<file path="config.mk">
export PLATFORM = sky130hd
export DESIGN_NAME = speed_sensor_plausibility_monitor
export DESIGN_NICKNAME = d
export VERILOG_FILES = /design/src/hdl/sspm_pkg.sv /design/src/hdl/sspm_ctrl.sv /design/src/hdl/sspm_dp.sv /design/src/hdl/speed_sensor_plausibility_monitor.sv
export SDC_FILE = /design/constraint.sdc
export NUM_CORES = 1
export LEC_CHECK = 0
export ABC_AREA = 1
export BUFFER_PORTS_ARGS = -buffer_cell sky130_fd_sc_hd__clkbuf_2
export CAP_MARGIN = 20
export CORE_MARGIN = 3
export CORE_UTILIZATION = 55
export CTS_CLUSTER_DIAMETER = 120
export DETAILED_ROUTE_END_ITERATION = 7
export MAX_ROUTING_LAYER = met4
export PLACE_DENSITY = 0.83
export SLEW_MARGIN = 20
export SYNTH_ARGS = -nofsm -noshare
export SYNTH_HDL_FRONTEND = slang
export SYNTH_SLANG_ARGS = --single-unit
</file>
<file path="constraint.sdc">
create_clock -name clk -period 6.67 [get_ports clk]
set_input_delay 0.3335 -clock clk [delete_from_list [all_inputs] [get_ports clk]]
set_output_delay 0.3335 -clock clk [all_outputs]
set_load 0.005 [all_outputs]
</file>
<file path="src/hdl/sspm_pkg.sv">
// Shared types, constants and register indexes for the speed sensor plausibility monitor.
package sspm_pkg;

  // Field widths
  localparam int SpeedW   = 8;
  localparam int DayW     = 16;
  localparam int TickW    = 9;
  localparam int RunW     = TickW + 1;
  localparam int GapW     = 4;
  localparam int RepW     = 3;
  localparam int PctW     = 8;
  localparam int VerdictW = 2;
  localparam int DiffProdW  = SpeedW + 7;
  localparam int LimitProdW = PctW + 1 + SpeedW;

  // Stream word widths
  localparam int InDataW  = 40;
  localparam int OutDataW = 32;
  localparam int CfgAddrW = 3;
  localparam int CfgDataW = 9;

  // Register reset values
  localparam logic [SpeedW-1:0] MinGpsRst    = 8'd40;
  localparam logic [PctW-1:0]   FaultPctRst  = 8'd11;
  localparam logic [TickW-1:0]  RecordRst    = 9'd60;
  localparam logic [TickW-1:0]  DecideRst    = 9'd300;
  localparam logic [GapW-1:0]   AlarmGapRst  = 4'd10;
  localparam logic [RepW-1:0]   AlarmRepRst  = 3'd3;

  // Scale factor for the percentage test
  localparam logic [6:0] Percent = 7'd100;

  // Verdict codes
  localparam logic [VerdictW-1:0] VERDICT_NONE     = 2'd0;
  localparam logic [VerdictW-1:0] VERDICT_NORMAL   = 2'd1;
  localparam logic [VerdictW-1:0] VERDICT_ABNORMAL = 2'd2;

  // Configuration register indexes
  typedef enum logic [CfgAddrW-1:0] {
    CFG_MIN_GPS_SPEED = 3'd0,
    CFG_FAULT_PERCENT = 3'd1,
    CFG_RECORD_TICKS  = 3'd2,
    CFG_DECIDE_TICKS  = 3'd3,
    CFG_ALARM_GAP     = 3'd4,
    CFG_ALARM_REPEATS = 3'd5
  } cfg_idx_t;

  // Commands from the controller to the datapath
  typedef struct packed {
    logic load;
    logic mul;
    logic upd;
  } dp_cmd_t;

endpackage

</file>
<file path="src/hdl/sspm_ctrl.sv">
// Controller state machine: sequences capture, multiply and update of one word.
module sspm_ctrl import sspm_pkg::*; (
  input  logic    clk,
  input  logic    rst_n,
  input  logic    in_tvalid,
  output logic    in_tready,
  output logic    out_tvalid,
  input  logic    out_tready,
  output dp_cmd_t cmd
);

  typedef enum logic [1:0] {
    S_IDLE,
    S_MUL,
    S_UPD
  } state_t;

  state_t state_r, state_nxt;
  logic   out_valid_r, out_valid_nxt;
  logic   out_blocked;

  // The result register is free when empty or being taken this cycle
  assign out_blocked = out_valid_r && !out_tready;

  assign in_tready  = (state_r == S_IDLE);
  assign out_tvalid = out_valid_r;

  assign cmd.load = in_tvalid && (state_r == S_IDLE);
  assign cmd.mul  = (state_r == S_MUL);
  assign cmd.upd  = (state_r == S_UPD) && !out_blocked;

  // Next state and output valid
  always_comb begin
    state_nxt     = state_r;
    out_valid_nxt = out_valid_r;
    if (out_tready) begin
      out_valid_nxt = 1'b0;
    end
    case (state_r)
      S_IDLE: begin
        if (in_tvalid) begin
          state_nxt = S_MUL;
        end
      end
      S_MUL: begin
        state_nxt = S_UPD;
      end
      S_UPD: begin
        if (!out_blocked) begin
          state_nxt     = S_IDLE;
          out_valid_nxt = 1'b1;
        end
      end
      default: begin
        state_nxt = S_IDLE;
      end
    endcase
  end

  // State and registered outputs
  always_ff @(posedge clk) begin
    if (!rst_n) begin
      state_r     <= S_IDLE;
      out_valid_r <= 1'b0;
    end else begin
      state_r     <= state_nxt;
      out_valid_r <= out_valid_nxt;
    end
  end

endmodule

</file>
<file path="src/hdl/sspm_dp.sv">
// Datapath: configuration registers, deviation test, run counters, verdict and alarm state.
module sspm_dp import sspm_pkg::*; (
  input  logic                clk,
  input  logic                rst_n,
  input  dp_cmd_t             cmd,
  input  logic [InDataW-1:0]  in_tdata,
  input  logic                cfg_we,
  input  logic [CfgAddrW-1:0] cfg_addr,
  input  logic [CfgDataW-1:0] cfg_wdata,
  output logic [OutDataW-1:0] out_tdata
);

  // Configuration registers
  logic [SpeedW-1:0] min_gps_r;
  logic [PctW-1:0]   fault_pct_r;
  logic [TickW-1:0]  record_r;
  logic [TickW-1:0]  decide_r;
  logic [GapW-1:0]   alarm_gap_r;
  logic [RepW-1:0]   alarm_rep_r;

  // Captured input word
  logic [SpeedW-1:0] gps_r;
  logic [SpeedW-1:0] pulse_r;
  logic              fixed_r;
  logic [DayW-1:0]   day_r;

  // Products for the deviation test
  logic [DiffProdW-1:0]  diff_prod_r;
  logic [LimitProdW-1:0] limit_prod_r;

  // Monitor state
  logic [VerdictW-1:0] verdict_r, verdict_nxt;
  logic [DayW-1:0]     vday_r, vday_nxt;
  logic                vday_valid_r, vday_valid_nxt;
  logic [RunW-1:0]     good_run_r, good_run_nxt;
  logic [RunW-1:0]     bad_run_r, bad_run_nxt;
  logic [RepW:0]       alarm_cnt_r, alarm_cnt_nxt;
  logic [GapW:0]       alarm_dly_r, alarm_dly_nxt;

  logic [OutDataW-1:0] out_r, out_nxt;

  logic [SpeedW-1:0] diff;
  logic              day_done;
  logic              bad;
  logic [RunW-1:0]   run;
  logic [GapW:0]     dly_inc;
  logic              run_started, sample_valid, decided, alarm;
  logic [TickW-1:0]  sample_index;
  logic [SpeedW-1:0] s_pulse, s_gps;

  assign diff = (pulse_r >= gps_r) ? (pulse_r - gps_r) : (gps_r - pulse_r);

  // floor(diff*100/gps) > pct is the same as diff*100 >= (pct+1)*gps; a zero pulse speed passes
  assign bad = (pulse_r != '0) && (diff_prod_r >= limit_prod_r);
  assign run = bad ? (bad_run_r + 1'b1) : (good_run_r + 1'b1);
  assign day_done = vday_valid_r && (vday_r == day_r);
  assign dly_inc  = alarm_dly_r + 1'b1;

  // Update of the monitor state for one tick
  always_comb begin
    verdict_nxt    = verdict_r;
    vday_nxt       = vday_r;
    vday_valid_nxt = vday_valid_r;
    good_run_nxt   = good_run_r;
    bad_run_nxt    = bad_run_r;
    alarm_cnt_nxt  = alarm_cnt_r;
    alarm_dly_nxt  = alarm_dly_r;
    run_started    = 1'b0;
    sample_valid   = 1'b0;
    sample_index   = '0;
    s_pulse        = '0;
    s_gps          = '0;
    decided        = 1'b0;
    alarm          = 1'b0;

    // Alarm sequence runs ahead of judging
    if (alarm_cnt_r != '0 && verdict_r == VERDICT_ABNORMAL) begin
      alarm_dly_nxt = dly_inc;
      if (dly_inc > {1'b0, alarm_gap_r}) begin
        alarm_dly_nxt = '0;
        if (alarm_cnt_r > {1'b0, alarm_rep_r}) begin
          alarm_cnt_nxt = '0;
        end else begin
          alarm_cnt_nxt = alarm_cnt_r + 1'b1;
          alarm         = 1'b1;
        end
      end
    end

    if (!day_done) begin
      if (!fixed_r || gps_r < min_gps_r) begin
        alarm_dly_nxt = '0;
        alarm_cnt_nxt = '0;
        good_run_nxt  = '0;
        bad_run_nxt   = '0;
      end else begin
        if (bad) begin
          bad_run_nxt  = run;
          good_run_nxt = '0;
        end else begin
          good_run_nxt = run;
          bad_run_nxt  = '0;
        end
        run_started = (run == RunW'(1));
        if (run <= {1'b0, record_r}) begin
          sample_valid = 1'b1;
          sample_index = TickW'(run - 1'b1);
          s_pulse      = pulse_r;
          s_gps        = gps_r;
        end else if (run >= {1'b0, decide_r}) begin
          verdict_nxt    = bad ? VERDICT_ABNORMAL : VERDICT_NORMAL;
          vday_nxt       = day_r;
          vday_valid_nxt = 1'b1;
          good_run_nxt   = '0;
          bad_run_nxt    = '0;
          alarm_cnt_nxt  = (RepW+1)'(1);
          alarm_dly_nxt  = {1'b0, alarm_gap_r};
          decided        = 1'b1;
        end
      end
    end

    out_nxt = {alarm, decided, s_gps, s_pulse, sample_index, sample_valid, run_started,
               (verdict_nxt == VERDICT_ABNORMAL), verdict_nxt};
  end

  // Configuration writes
  always_ff @(posedge clk) begin
    if (!rst_n) begin
      min_gps_r   <= MinGpsRst;
      fault_pct_r <= FaultPctRst;
      record_r    <= RecordRst;
      decide_r    <= DecideRst;
      alarm_gap_r <= AlarmGapRst;
      alarm_rep_r <= AlarmRepRst;
    end else if (cfg_we) begin
      case (cfg_idx_t'(cfg_addr))
        CFG_MIN_GPS_SPEED: min_gps_r   <= cfg_wdata[SpeedW-1:0];
        CFG_FAULT_PERCENT: fault_pct_r <= cfg_wdata[PctW-1:0];
        CFG_RECORD_TICKS:  record_r    <= cfg_wdata[TickW-1:0];
        CFG_DECIDE_TICKS:  decide_r    <= cfg_wdata[TickW-1:0];
        CFG_ALARM_GAP:     alarm_gap_r <= cfg_wdata[GapW-1:0];
        CFG_ALARM_REPEATS: alarm_rep_r <= cfg_wdata[RepW-1:0];
        default: ;
      endcase
    end
  end

  // Input capture, products and result word
  always_ff @(posedge clk) begin
    if (cmd.load) begin
      gps_r   <= in_tdata[7:0];
      pulse_r <= in_tdata[15:8];
      fixed_r <= in_tdata[16];
      day_r   <= in_tdata[32:17];
    end
    if (cmd.mul) begin
      diff_prod_r  <= DiffProdW'(diff) * DiffProdW'(Percent);
      limit_prod_r <= (LimitProdW'(fault_pct_r) + LimitProdW'(1)) * LimitProdW'(gps_r);
    end
    if (cmd.upd) begin
      out_r <= out_nxt;
    end
  end

  // Monitor state
  always_ff @(posedge clk) begin
    if (!rst_n) begin
      verdict_r    <= VERDICT_NONE;
      vday_r       <= '0;
      vday_valid_r <= 1'b0;
      good_run_r   <= '0;
      bad_run_r    <= '0;
      alarm_cnt_r  <= '0;
      alarm_dly_r  <= '0;
    end else if (cmd.upd) begin
      verdict_r    <= verdict_nxt;
      vday_r       <= vday_nxt;
      vday_valid_r <= vday_valid_nxt;
      good_run_r   <= good_run_nxt;
      bad_run_r    <= bad_run_nxt;
      alarm_cnt_r  <= alarm_cnt_nxt;
      alarm_dly_r  <= alarm_dly_nxt;
    end
  end

  assign out_tdata = out_r;

endmodule

</file>
<file path="src/hdl/speed_sensor_plausibility_monitor.sv">
// Top level of the speed sensor plausibility monitor.
// Each input word is one one-second tick and yields exactly one result word. A word
// is captured at the accepting edge, the two multiplications of the deviation test
// (8 by 7 and 9 by 8 bits) are registered at the next edge, and then the run counters,
// verdict and alarm state are updated and the result register is loaded. The next
// word is accepted once the previous one has reached the result register, so the
// block does not take a new word while one is still in flight; the update, and with it
// the next acceptance, stalls while a previous result has not been taken.
// Configuration registers must be written by the user only while the block is idle;
// the block itself does not enforce this.
module speed_sensor_plausibility_monitor import sspm_pkg::*; (
  input  logic                clk,
  input  logic                rst_n,
  // Input stream
  input  logic                in_tvalid,
  output logic                in_tready,
  // gps_speed[7:0], pulse_speed[15:8], position_fixed[16], day_number[32:17], zero pad
  input  logic [InDataW-1:0]  in_tdata,
  // Result stream
  output logic                out_tvalid,
  input  logic                out_tready,
  // verdict[1:0], abnormal_flag[2], run_started[3], sample_valid[4],
  // sample_index[13:5], sample_pulse[21:14], sample_gps[29:22], decided[30], alarm[31]
  output logic [OutDataW-1:0] out_tdata,
  // Configuration write port
  input  logic                cfg_we,
  input  logic [CfgAddrW-1:0] cfg_addr,
  input  logic [CfgDataW-1:0] cfg_wdata
);

  dp_cmd_t cmd;

  // Sequencing
  sspm_ctrl u_ctrl (
    .clk        (clk),
    .rst_n      (rst_n),
    .in_tvalid  (in_tvalid),
    .in_tready  (in_tready),
    .out_tvalid (out_tvalid),
    .out_tready (out_tready),
    .cmd        (cmd)
  );

  // Arithmetic and state
  sspm_dp u_dp (
    .clk       (clk),
    .rst_n     (rst_n),
    .cmd       (cmd),
    .in_tdata  (in_tdata),
    .cfg_we    (cfg_we),
    .cfg_addr  (cfg_addr),
    .cfg_wdata (cfg_wdata),
    .out_tdata (out_tdata)
  );

endmodule
</file>
==> results.yml, run 1 <==
detailed_routing:
  vias: 10000
  wirelength_um: 27900
  vias_per_cell: 5.42
  antenna_left: 0
  drt_first_pass_iters: 5
  wl_per_cell_um: 15.0
  drc: 0
  drtIter0Drc: 724
global_route:
  antenna_found_initial: 1
  grt_max_degree: 68
  grt_pass1_vias: 9791
  grtUsageTotal_pct: 23.9
  grt_pass1_wl_um: 45900
  grt-ovfl-total: 0
floorplanning:
  dieWidth_um: 156
  die_h_um: 156
  floorplan.initialDensity_pct: 56.4
  rows: 54
  core_area_um2: 22000
  die_area_um2: 24400
  io_pins: 91
clock_network:
  ctsHoldBuffers: 0
  clock_path_buffers: 2
  cts.sinks: 187
  numCtsBuffers: 17
  insertion_delay_ns: 0.44
  cts_setup_buffers: 0
  cts_tree: "built"
  cts_resized: 0
  clkTransAtPathRegs_ns: 0.07
  cts_max_level: 4
  root_buffer: "clkbuf_16"
yosys:
  synth_seq_cells: 187
  synth_edf_count: 95
  syn-num-nets: 1714
  synth_cell_type_count: 47
  syn-cell-area_um2: 12400
  synthCells: 1477
  async_flop_share_pct: 0
  yosysWarnings: 0
  ys.flop_type: "edfxtp_1"
  post_synth.cell_area_avg_um2: 8.41
  ys_seq_area_share_pct: 37.8
finish:
  final_util_pct: 62.4
  nets: 1797
  final_cell_mix: "inv_1, nand2_1, nor2_1, ha_1, a21oi_1"
  area_growth_pct: 10.6
  n_fill_cell: 1794
  multiInputGateArea_um2: 6560
  design_area_um2: 13700
  register_area_um2: 4690
  final_common_cell: "inv_1"
  drive_gt1_share_pct: 9.85
power:
  power_density_nw_per_um2: 258
  leakage_nw: 6.67
  peakVddDrop_uv: 171
worst_setup_path:
  cpPeakStageDelay_ns: 0.61
  crit_type: "reg2reg"
  endpoint_kind: "flip-flop"
  startpoint_type: "flip-flop"
  worst_ep_arrival_time_ns: 5.86
  timing.rr.start: "u_dp.gps_r[5]$_DFFE_PP_"
  cp_top_family: "adder cells"
  cp.required_ns: 6.95
  cp_max_fo: 11
  path_buf_inv: 3
  worstSetupStartpoint: "u_dp.gps_r[5]$_DFFE_PP_"
  cpMaxStageDelayCell: "edfxtp_1"
  critical_path.cell_chain: "ha_1 -> a21o_1 -> a221oi_1 -> nand3_1 -> mux2i_1 -> xor2_1 -> ha_1 -> ha_1 -> inv_1 -> fa_1 -> inv_1 -> ha_1 -> a21oi_1 -> nand2_1 -> a21oi_1 -> inv_1 -> a21oi_1 -> nor2_1 -> nor2_1 -> nor2_1 -> nor2_1 -> xor2_1"
placement:
  post_dp_cell_area_um2: 13100
  io_buffers: 83
  gp_congestion: 0.962
  dp_hpwl_um: 20800
  dp_slack_ns: 1.15
worst_hold_path:
  hold_path_class: "in2reg"
  min_from: "in_tdata[19]"
sta:
  clock_skew_ns: 0.0111
  slew_violations: 0
  finalHoldWorstSlack_ns: 0.0591
  setup_viol: 0
  fin_ws_ns: 1.10
  tightest_slew_ns: 0.895
  slew-limit-headroom_pct: 40.2
  finalHoldViolCount: 0
  rsz0062_at_grt: "no"
  setup_tns_ns: 0
  fmax_ghz: 0.179
  min_period_ns: 5.57
  min_period_over_period_pct: 83.6
status:
  status: "finished clean"
job:
  maxCapViolations: 0
## sequential cells by signal, summed over array words and instances, names as in the netlist, 4 cells and up
register,count
u_dp.alarm_cnt_r,4
u_dp.alarm_dly_r,5
u_dp.alarm_gap_r,4
u_dp.bad_run_r,10
u_dp.day_r,16
u_dp.decide_r,9
u_dp.diff_prod_r,13
u_dp.fault_pct_r,8
u_dp.good_run_r,10
u_dp.gps_r,8
u_dp.limit_prod_r,17
u_dp.min_gps_r,8
u_dp.out_tdata,32
u_dp.pulse_r,8
u_dp.record_r,9
u_dp.vday_r,16
## logic make-up after synthesis
| kind of cell | share of synthesized area [%] |
|---|---|
| AOI/OAI and AO/OA | 9.58 |
| xor gates and xnor gates | 2.89 |
| adders and majority gates | 21.0 |
| buffers and inverters | 9.53 |
| DFF | 37.8 |
| muxes | 0.332 |
| and+or+nand+nor | 18.9 |
## cell type report
cell class                      count  area share [%]
Clock buffer                       20            3.48
Tap cell                          280            2.55
Clock inverter                     12           0.893
Antenna cell                        1          0.0182
Timing Repair Buffer               90            3.46
Inverter                          280            7.65
Multi-Input combinational cell    984            47.8
Sequential cell                   187            34.2
## per-stage QoR
stage / instances / power (mW)
2_1_floorplan: 1477 / 2.25
3_3_place_gp: 1820 / 2.46
3_5_place_dp: 1821 / 2.53
4_1_cts: 1853 / 3.56
5_1_grt: 1854 / 3.78
6_report: 1854 / 3.55
## final timing paths
check	to	slack (ns)	depth (start not counted)
worst max register to register	u_dp.diff_prod_r[13]$_DFFE_PN_	1.10	22
worst max-delay path	u_dp.diff_prod_r[13]$_DFFE_PN_	1.10	22
worst min register to register	u_dp.bad_run_r[9]$_SDFFE_PN0P_	0.44	2
worst min-delay path	u_dp.day_r[2]$_DFFE_PP_	0.06	1
## worst reg2reg max path, stage by stage (launching register included)
cell and delay, ns:
edfxtp_1 0.61, ha_1 0.44, a21o_1 0.19, a221oi_1 0.30, nand3_1 0.41, mux2i_1 0.36, xor2_1 0.42, ha_1 0.32
ha_1 0.28, inv_1 0.05, fa_1 0.53, inv_1 0.04, ha_1 0.34, a21oi_1 0.14, nand2_1 0.10, a21oi_1 0.15
inv_1 0.06, a21oi_1 0.21, nor2_1 0.07, nor2_1 0.08, nor2_1 0.04, nor2_1 0.10, xor2_1 0.18
## power breakdown
group	leakage [nW]	switching, mW	internal, mW	total, mW
Sequential	1.64	0.0375	1.34	1.38
Clock	0.296	0.468	0.567	1.04
Combinational	4.73	0.697	0.437	1.13
Total	6.67	1.20	2.35	3.55
## Yosys cell counts (2+ instances only)
cell type	instances	area share [%]
a31oi_1	5	0.25
o21bai_1	5	0.30
ha_1	133	13
nand2_2	6	0.30
clkbuf_1	16	0.48
buf_2	4	0.16
nor2_2	4	0.20
buf_4	2	0.12
xor2_1	33	2.3
clkinv_1	3	0.091
dfxtp_1	92	15
or2_2	7	0.35
nor4_1	6	0.30
a21oi_1	106	4.3
nand3_2	3	0.24
nor3b_1	2	0.12
nor2_4	2	0.18
o21ai_0	62	2.5
mux2i_1	3	0.24
a21o_1	3	0.18
o22ai_1	5	0.25
nand2_1	263	7.9
nand2_4	4	0.36
a221oi_1	4	0.28
nor3_1	14	0.56
edfxtp_1	95	23
nor2_1	162	4.9
o21a_1	2	0.12
inv_1	276	8.3
nand3_1	44	1.8
nand4_1	24	1.2
fa_1	47	7.6
o211ai_1	16	0.97
xnor2_1	8	0.56
nand3_4	2	0.28
buf_6	3	0.27
## metal layers
layer | vias to the layer above | part of all wire (%) | wire length [um] | global-route usage [%]
met5 | - | 0 | 0 | -
met4 | 0 | 2.2 | 617 | 7.34
met3 | 59 | 7.0 | 1960 | 4.34
met2 | 328 | 48 | 13300 | 39.3
met1 | 4715 | 43 | 12000 | 30.3
li1 | 4947 | - | - | -
Power figures use the tool's default switching activity.
==> inputs of run 2 (changes only) <==
ABC_AREA = 0   (was 1)
PLACE_DENSITY = 0.86   (was 0.83)
clock period = 4.9 ns   (was 6.67 ns; I/O delays follow)
==> run 2 against run 1 <==
Critical path type unchanged; synthesized area shrank 1.6%; global-route usage is 3.0 points higher; first-iteration DRC count grew 29%; count of clock-buffer cells in the layout is 1 lower; combinational power up 100%; the flow now finishes with violations (setup timing).
==> results.yml, run 2 <==
floorplanning:
  io_pins: 91
  dieWidth_um: 155
  die_h_um: 155
  rows: 53
  core_area_um2: 21400
  floorplan.initialDensity_pct: 57.1
  die_area_um2: 24000
global_route:
  grt-ovfl-total: 0
  grt_pass1_wl_um: 50500
  antenna_found_initial: 1
  grt_pass1_vias: 10400
  grt_max_degree: 75
  grtUsageTotal_pct: 26.9
placement:
  dp_hpwl_um: 21700
  gp_congestion: 0.935
  io_buffers: 83
clock_network:
  insertion_delay_ns: 0.44
  numCtsBuffers: 17
  cts_tree: "built"
  clock_path_buffers: 2
  clkTransAtPathRegs_ns: 0.08
  root_buffer: "clkbuf_16"
  cts.sinks: 187
  cts_max_level: 4
finish:
  final_cell_mix: "buf_4, inv_1, nand2_1, ha_1, edfxtp_1"
  antenna_cells: 0
  area_growth_pct: 30.7
  final_common_cell: "buf_4"
  n_fill_cell: 1272
  final_util_pct: 74.5
  nets: 1729
  largest_register_ffs: 32
  drive_gt1_share_pct: 28.8
sta:
  tightest_slew_ns: 1.13
  slew_violations: 0
  setup_viol: 80
  fmax_ghz: 0.192
  finalHoldWorstSlack_ns: 0.0490
  fin_ws_ns: -0.314
  min_period_over_period_pct: 106
  slew-limit-headroom_pct: 24.1
  finalHoldViolCount: 0
  min_period_ns: 5.21
  clock_skew_ns: 0.0109
  rsz0062_at_grt: "yes"
yosys:
  synth_area_leader_cell: "edfxtp_1"
  synth_top_family_by_area: "adder cells"
  synthTopCellsByCount: "inv_1, nand2_1, ha_1"
  synthMuxAreaShare_pct: 3.74
  ys_seq_area_share_pct: 38.4
  synth-simple-area-share_pct: 14.7
  synth_most_common_cell: "inv_1"
  yosys.area.top_type_share_pct: 23.3
  synth_edf_count: 95
  synthCells: 1226
  ys.flop_type: "edfxtp_1"
  synthXorXnorAreaFrac_pct: 4.94
  synth_fa_ha_area_share_pct: 21.3
  synth_area_leaders: "edfxtp_1, dfxtp_1, ha_1, fa_1, inv_1"
  async_flop_share_pct: 0
  syn-cell-area_um2: 12200
  post_synth.cell_area_avg_um2: 9.97
  syn-num-nets: 1463
  synth_seq_cells: 187
  synth_compound_area_share_pct: 11.2
  synth_cell_type_count: 69
  yosysWarnings: 0
status:
  violations: "setup timing"
  status: "finished, violations left"
power:
  leakage_nw: 7.03
  finalPower_mw: 5.55
  peakVddDrop_uv: 310
  power_density_nw_per_um2: 348
detailed_routing:
  wl_per_cell_um: 20.0
  vias: 10500
  drt_first_pass_iters: 8
  wirelength_um: 35500
  antenna_left: 0
  vias_per_cell: 5.91
  drtIter0Drc: 933
  drc: 0
worst_setup_path:
  cp_max_fo: 5
  endpoint_kind: "flip-flop"
  crit_type: "reg2reg"
  cp.required_ns: 5.08
  worst_ep_arrival_time_ns: 5.40
  startpoint_type: "flip-flop"
worst_hold_path:
  hold_path_class: "in2reg"
job:
  maxCapViolations: 0
[run 2: worst paths after layout]
check | endpoint | from | depth (start not counted) | slack [ns]
max | u_dp.diff_prod_r[14]$_DFFE_PN_ | u_dp.gps_r[4]$_DFFE_PP_ | 22 | -0.31
min | u_dp.gps_r[1]$_DFFE_PP_ | in_tdata[1] | 1 | 0.05
max reg2reg | u_dp.diff_prod_r[14]$_DFFE_PN_ | u_dp.gps_r[4]$_DFFE_PP_ | 22 | -0.31
min reg2reg | u_dp.decide_r[4]$_SDFFE_PN0P_ | u_dp.decide_r[4]$_SDFFE_PN0P_ | 2 | 0.47
[run 2: worst max-delay path: stages, from the launching register on]
cell and delay, ns:
edfxtp_1 0.53, ha_1 0.40, a21oi_1 0.25, inv_1 0.12
a211o_1 0.35, a31oi_4 0.19, buf_6 0.16, buf_4 0.11
mux2i_1 0.22, xnor2_1 0.22, ha_1 0.33, ha_4 0.28
inv_2 0.03, fa_1 0.51, inv_2 0.05, ha_4 0.28
a21o_1 0.16, a21oi_4 0.07, o21bai_1 0.16, a21oi_2 0.09
o21bai_1 0.20, a21oi_2 0.10, xnor2_1 0.14
[run 2: what timing repair did]
item	4_1_cts	5_1_grt
hold buffers	32	0
endpoints found under the setup margin	45	87
cloned	0	7
setup buffers	50	22
hold endpoints to repair	32	0
resized for setup	29	165
pin swaps	25	66
[run 2: layer usage]
metal  global-route usage (%)  wire (um)
met5                        -          0
met1                     32.2      13800
met2                     44.6      17500
met4                     10.3       1530
met3                     6.01       2660
[run 2: kinds of logic (layout without fill, tap and decap cells)]
logic type                 after synthesis  count (layout)
AOI/OAI and AO/OA                      198             198
buffers and inverters                  177             455
adders and majority gates              180             180
xor gates and xnor gates                69              69
and+or+nand+nor                        372             373
DFF                                    187             187
muxes                                   43              43
[run 2: power breakdown]
group	total, mW	internal [mW]	switching, mW
clock	1.39	0.717	0.670
combinational	2.31	1.10	1.20
sequential	1.86	1.81	0.0493
total	5.55	3.63	1.92
[run 2: layout make-up]
cell class | count | area, um2 | share of cell area, %
Multi-Input combinational cell | 863 | 7660 | 48.0
Sequential cell | 187 | 4710 | 29.5
Timing Repair Buffer | 278 | 2120 | 13.3
Inverter | 145 | 554 | 3.47
Clock buffer | 19 | 464 | 2.91
Tap cell | 275 | 344 | 2.15
Clock inverter | 13 | 119 | 0.744
[run 2: per-stage QoR]
step | setup TNS, ns | setup WS, ns | area [um2] | instances
6_report | -15.13 | -0.314 | 16000 | 1780
4_1_cts | -0.202 | -0.0909 | 15000 | 1755
2_1_floorplan | -0.00276 | -0.00276 | 12300 | 1226
3_3_place_gp | -0.105 | -0.0567 | 13600 | 1641
5_1_grt | -30.77 | -0.520 | 16000 | 1780
3_5_place_dp | -1.62 | -0.167 | 13600 | 1641
==> inputs of run 3 (changes only) <==
ABC_AREA = 1   (was 0)
==> run 3 against run 2 <==
The run now ends clean; worst hold slack worse by 0.017 ns; cell area is 5.3% lower; die area is 1.6% higher; maximum frequency is 6.7% higher; clock skew hardly changed; global-route usage is 0.26 points lower; core utilization is 5.9 points lower; critical endpoint is now u_dp.limit_prod_r[15]$_DFFE_PN_.
==> results.yml, run 3 (same netlist as run 1, synthesis figures left out) <==
detailed_routing:
  vias_per_cell: 5.49
  wl_per_cell_um: 16.3
  antenna_left: 0
  vias: 10900
  drt_first_pass_iters: 7
  wirelength_um: 32400
  drc: 0
  drtIter0Drc: 890
power:
  leakage_nw: 7.28
  peakVddDrop_uv: 288
  finalPower_mw: 5.46
  power_density_nw_per_um2: 361
sta:
  finalHoldViolCount: 0
  slew-limit-headroom_pct: 41.8
  min_period_over_period_pct: 99.8
  min_period_ns: 4.89
  fmax_ghz: 0.205
  setup_tns_ns: 0
  clock_skew_ns: 0.0108
  slew_violations: 0
  finalHoldWorstSlack_ns: 0.0323
  fin_ws_ns: 0.0115
  tightest_slew_ns: 0.868
  rsz0062_at_grt: "yes"
  setup_viol: 0
global_route:
  grtUsageTotal_pct: 26.7
  grt_pass1_vias: 10900
  grt_pass1_wl_um: 50700
  grt_max_degree: 68
  grt-ovfl-total: 0
  antenna_found_initial: 0
finish:
  drive_gt1_share_pct: 18.4
  n_fill_cell: 1600
  multiInputGateArea_um2: 6860
  final_common_cell: "inv_1"
  layout.cells.non_filler: 1980
  register_area_um2: 4700
  antenna_cells: 0
  final_cell_mix: "inv_1, nand2_1, nor2_1, ha_1, buf_4"
  area_growth_pct: 21.7
  nets: 1924
  largest_register_ffs: 32
clock_network:
  root_buffer: "clkbuf_16"
  insertion_delay_ns: 0.44
  numCtsBuffers: 17
  cts_max_level: 4
  cts.sinks: 187
  clkTransAtPathRegs_ns: 0.07
  clock_path_buffers: 2
  cts_tree: "built"
floorplanning:
  io_pins: 91
  rows: 54
  floorplan.initialDensity_pct: 56.4
  die_h_um: 156
  die_area_um2: 24400
  core_area_um2: 22000
  dieWidth_um: 156
placement:
  dp_slack_ns: -0.142
  gp_congestion: 0.936
  dp_hpwl_um: 22300
  placed_cells: 1904
  io_buffers: 83
worst_setup_path:
  cp.required_ns: 5.09
  cp_max_fo: 5
  startpoint_type: "flip-flop"
  worst_ep_arrival_time_ns: 5.08
  crit_type: "reg2reg"
  endpoint_kind: "flip-flop"
worst_hold_path:
  hold_path_class: "in2reg"
job:
  maxCapViolations: 0
status:
  status: "finished clean"
==> run 3: cell types whose count changed in the layout (fill, tap and decap cells not counted), moves of 22 or more <==
cell	change
o21ai_0	+37
and2_1	-33
a21boi_0	-22
mux2i_1	-27
buf_4	-46
xnor2_1	-29
a21oi_1	+71
nor2b_1	-27
nor2_1	+119
inv_1	+129
nand2_1	+124
==> run 3: per-layer routing <==
layer / global-route usage [%] / part of all wire (%) / wire (um)
met5: - / 0 / 0
met4: 10.6 / 3.7 / 1210
met3: 5.31 / 7.8 / 2520
met2: 44.7 / 50 / 16000
met1: 31.7 / 39 / 12600
==> run 3: where the power goes <==
group	switching, mW	internal (mW)
Sequential	0.0487	1.83
Combinational	1.14	0.966
Clock	0.670	0.805
Total	1.86	3.60
==> run 3: path summary, 6_finish.rpt <==
| check | startpoint | to | slack, ns | depth (start not counted) |
|---|---|---|---|---|
| worst max-delay path | u_dp.fault_pct_r[0]$_SDFFE_PN1P_ | u_dp.limit_prod_r[15]$_DFFE_PN_ | 0.01 | 21 |
| worst min-delay path | in_tdata[8] | u_dp.pulse_r[0]$_DFFE_PP_ | 0.03 | 1 |
| worst max register to register | u_dp.fault_pct_r[0]$_SDFFE_PN1P_ | u_dp.limit_prod_r[15]$_DFFE_PN_ | 0.01 | 21 |
| worst min register to register | u_dp.bad_run_r[9]$_SDFFE_PN0P_ | u_dp.bad_run_r[9]$_SDFFE_PN0P_ | 0.44 | 2 |
==> run 3: critical path, stage by stage, from the launching register on <==
cell and delay (ns):
dfxtp_4 0.38, nand4_1 0.21, nor2_2 0.21, nand2_2 0.08
o21ai_2 0.13, nand2_2 0.09, inv_2 0.08, nand2_2 0.07
fa_1 0.52, inv_1 0.05, fa_1 0.46, fa_1 0.54
fa_1 0.46, ha_4 0.33, nand4_1 0.17, o221ai_2 0.25
a21oi_1 0.11, o21ai_1 0.18, a21oi_1 0.08, nor2_1 0.09
nor2_1 0.05, xnor2_1 0.11
==> run 3: area by class of cell <==
type                            count  share of cell area, %
Multi-Input combinational cell    984                   45.4
Sequential cell                   187                   31.1
Timing Repair Buffer              217                   10.1
Inverter                          280                   6.97
Clock buffer                       18                   2.98
Tap cell                          280                   2.32
Clock inverter                     14                   1.15
==> run 3: timing repair <==
action                                  4_1_cts  5_1_grt
buffers inserted                              7        5
hold buffers                                 32        0
resized for setup                            11       67
hold endpoints to repair                     32        0
pin swaps                                     5       32
endpoints found under the setup margin        6       59
==> run 3: stage by stage <==
step | area [um2] | utilization (%)
final | 15100 | 68.6
after global routing | 15100 | 68.6
after CTS | 14800 | 67.2
after detailed placement | 13800 | 62.5
after global placement | 13800 | 62.5
after floorplan | 12400 | -
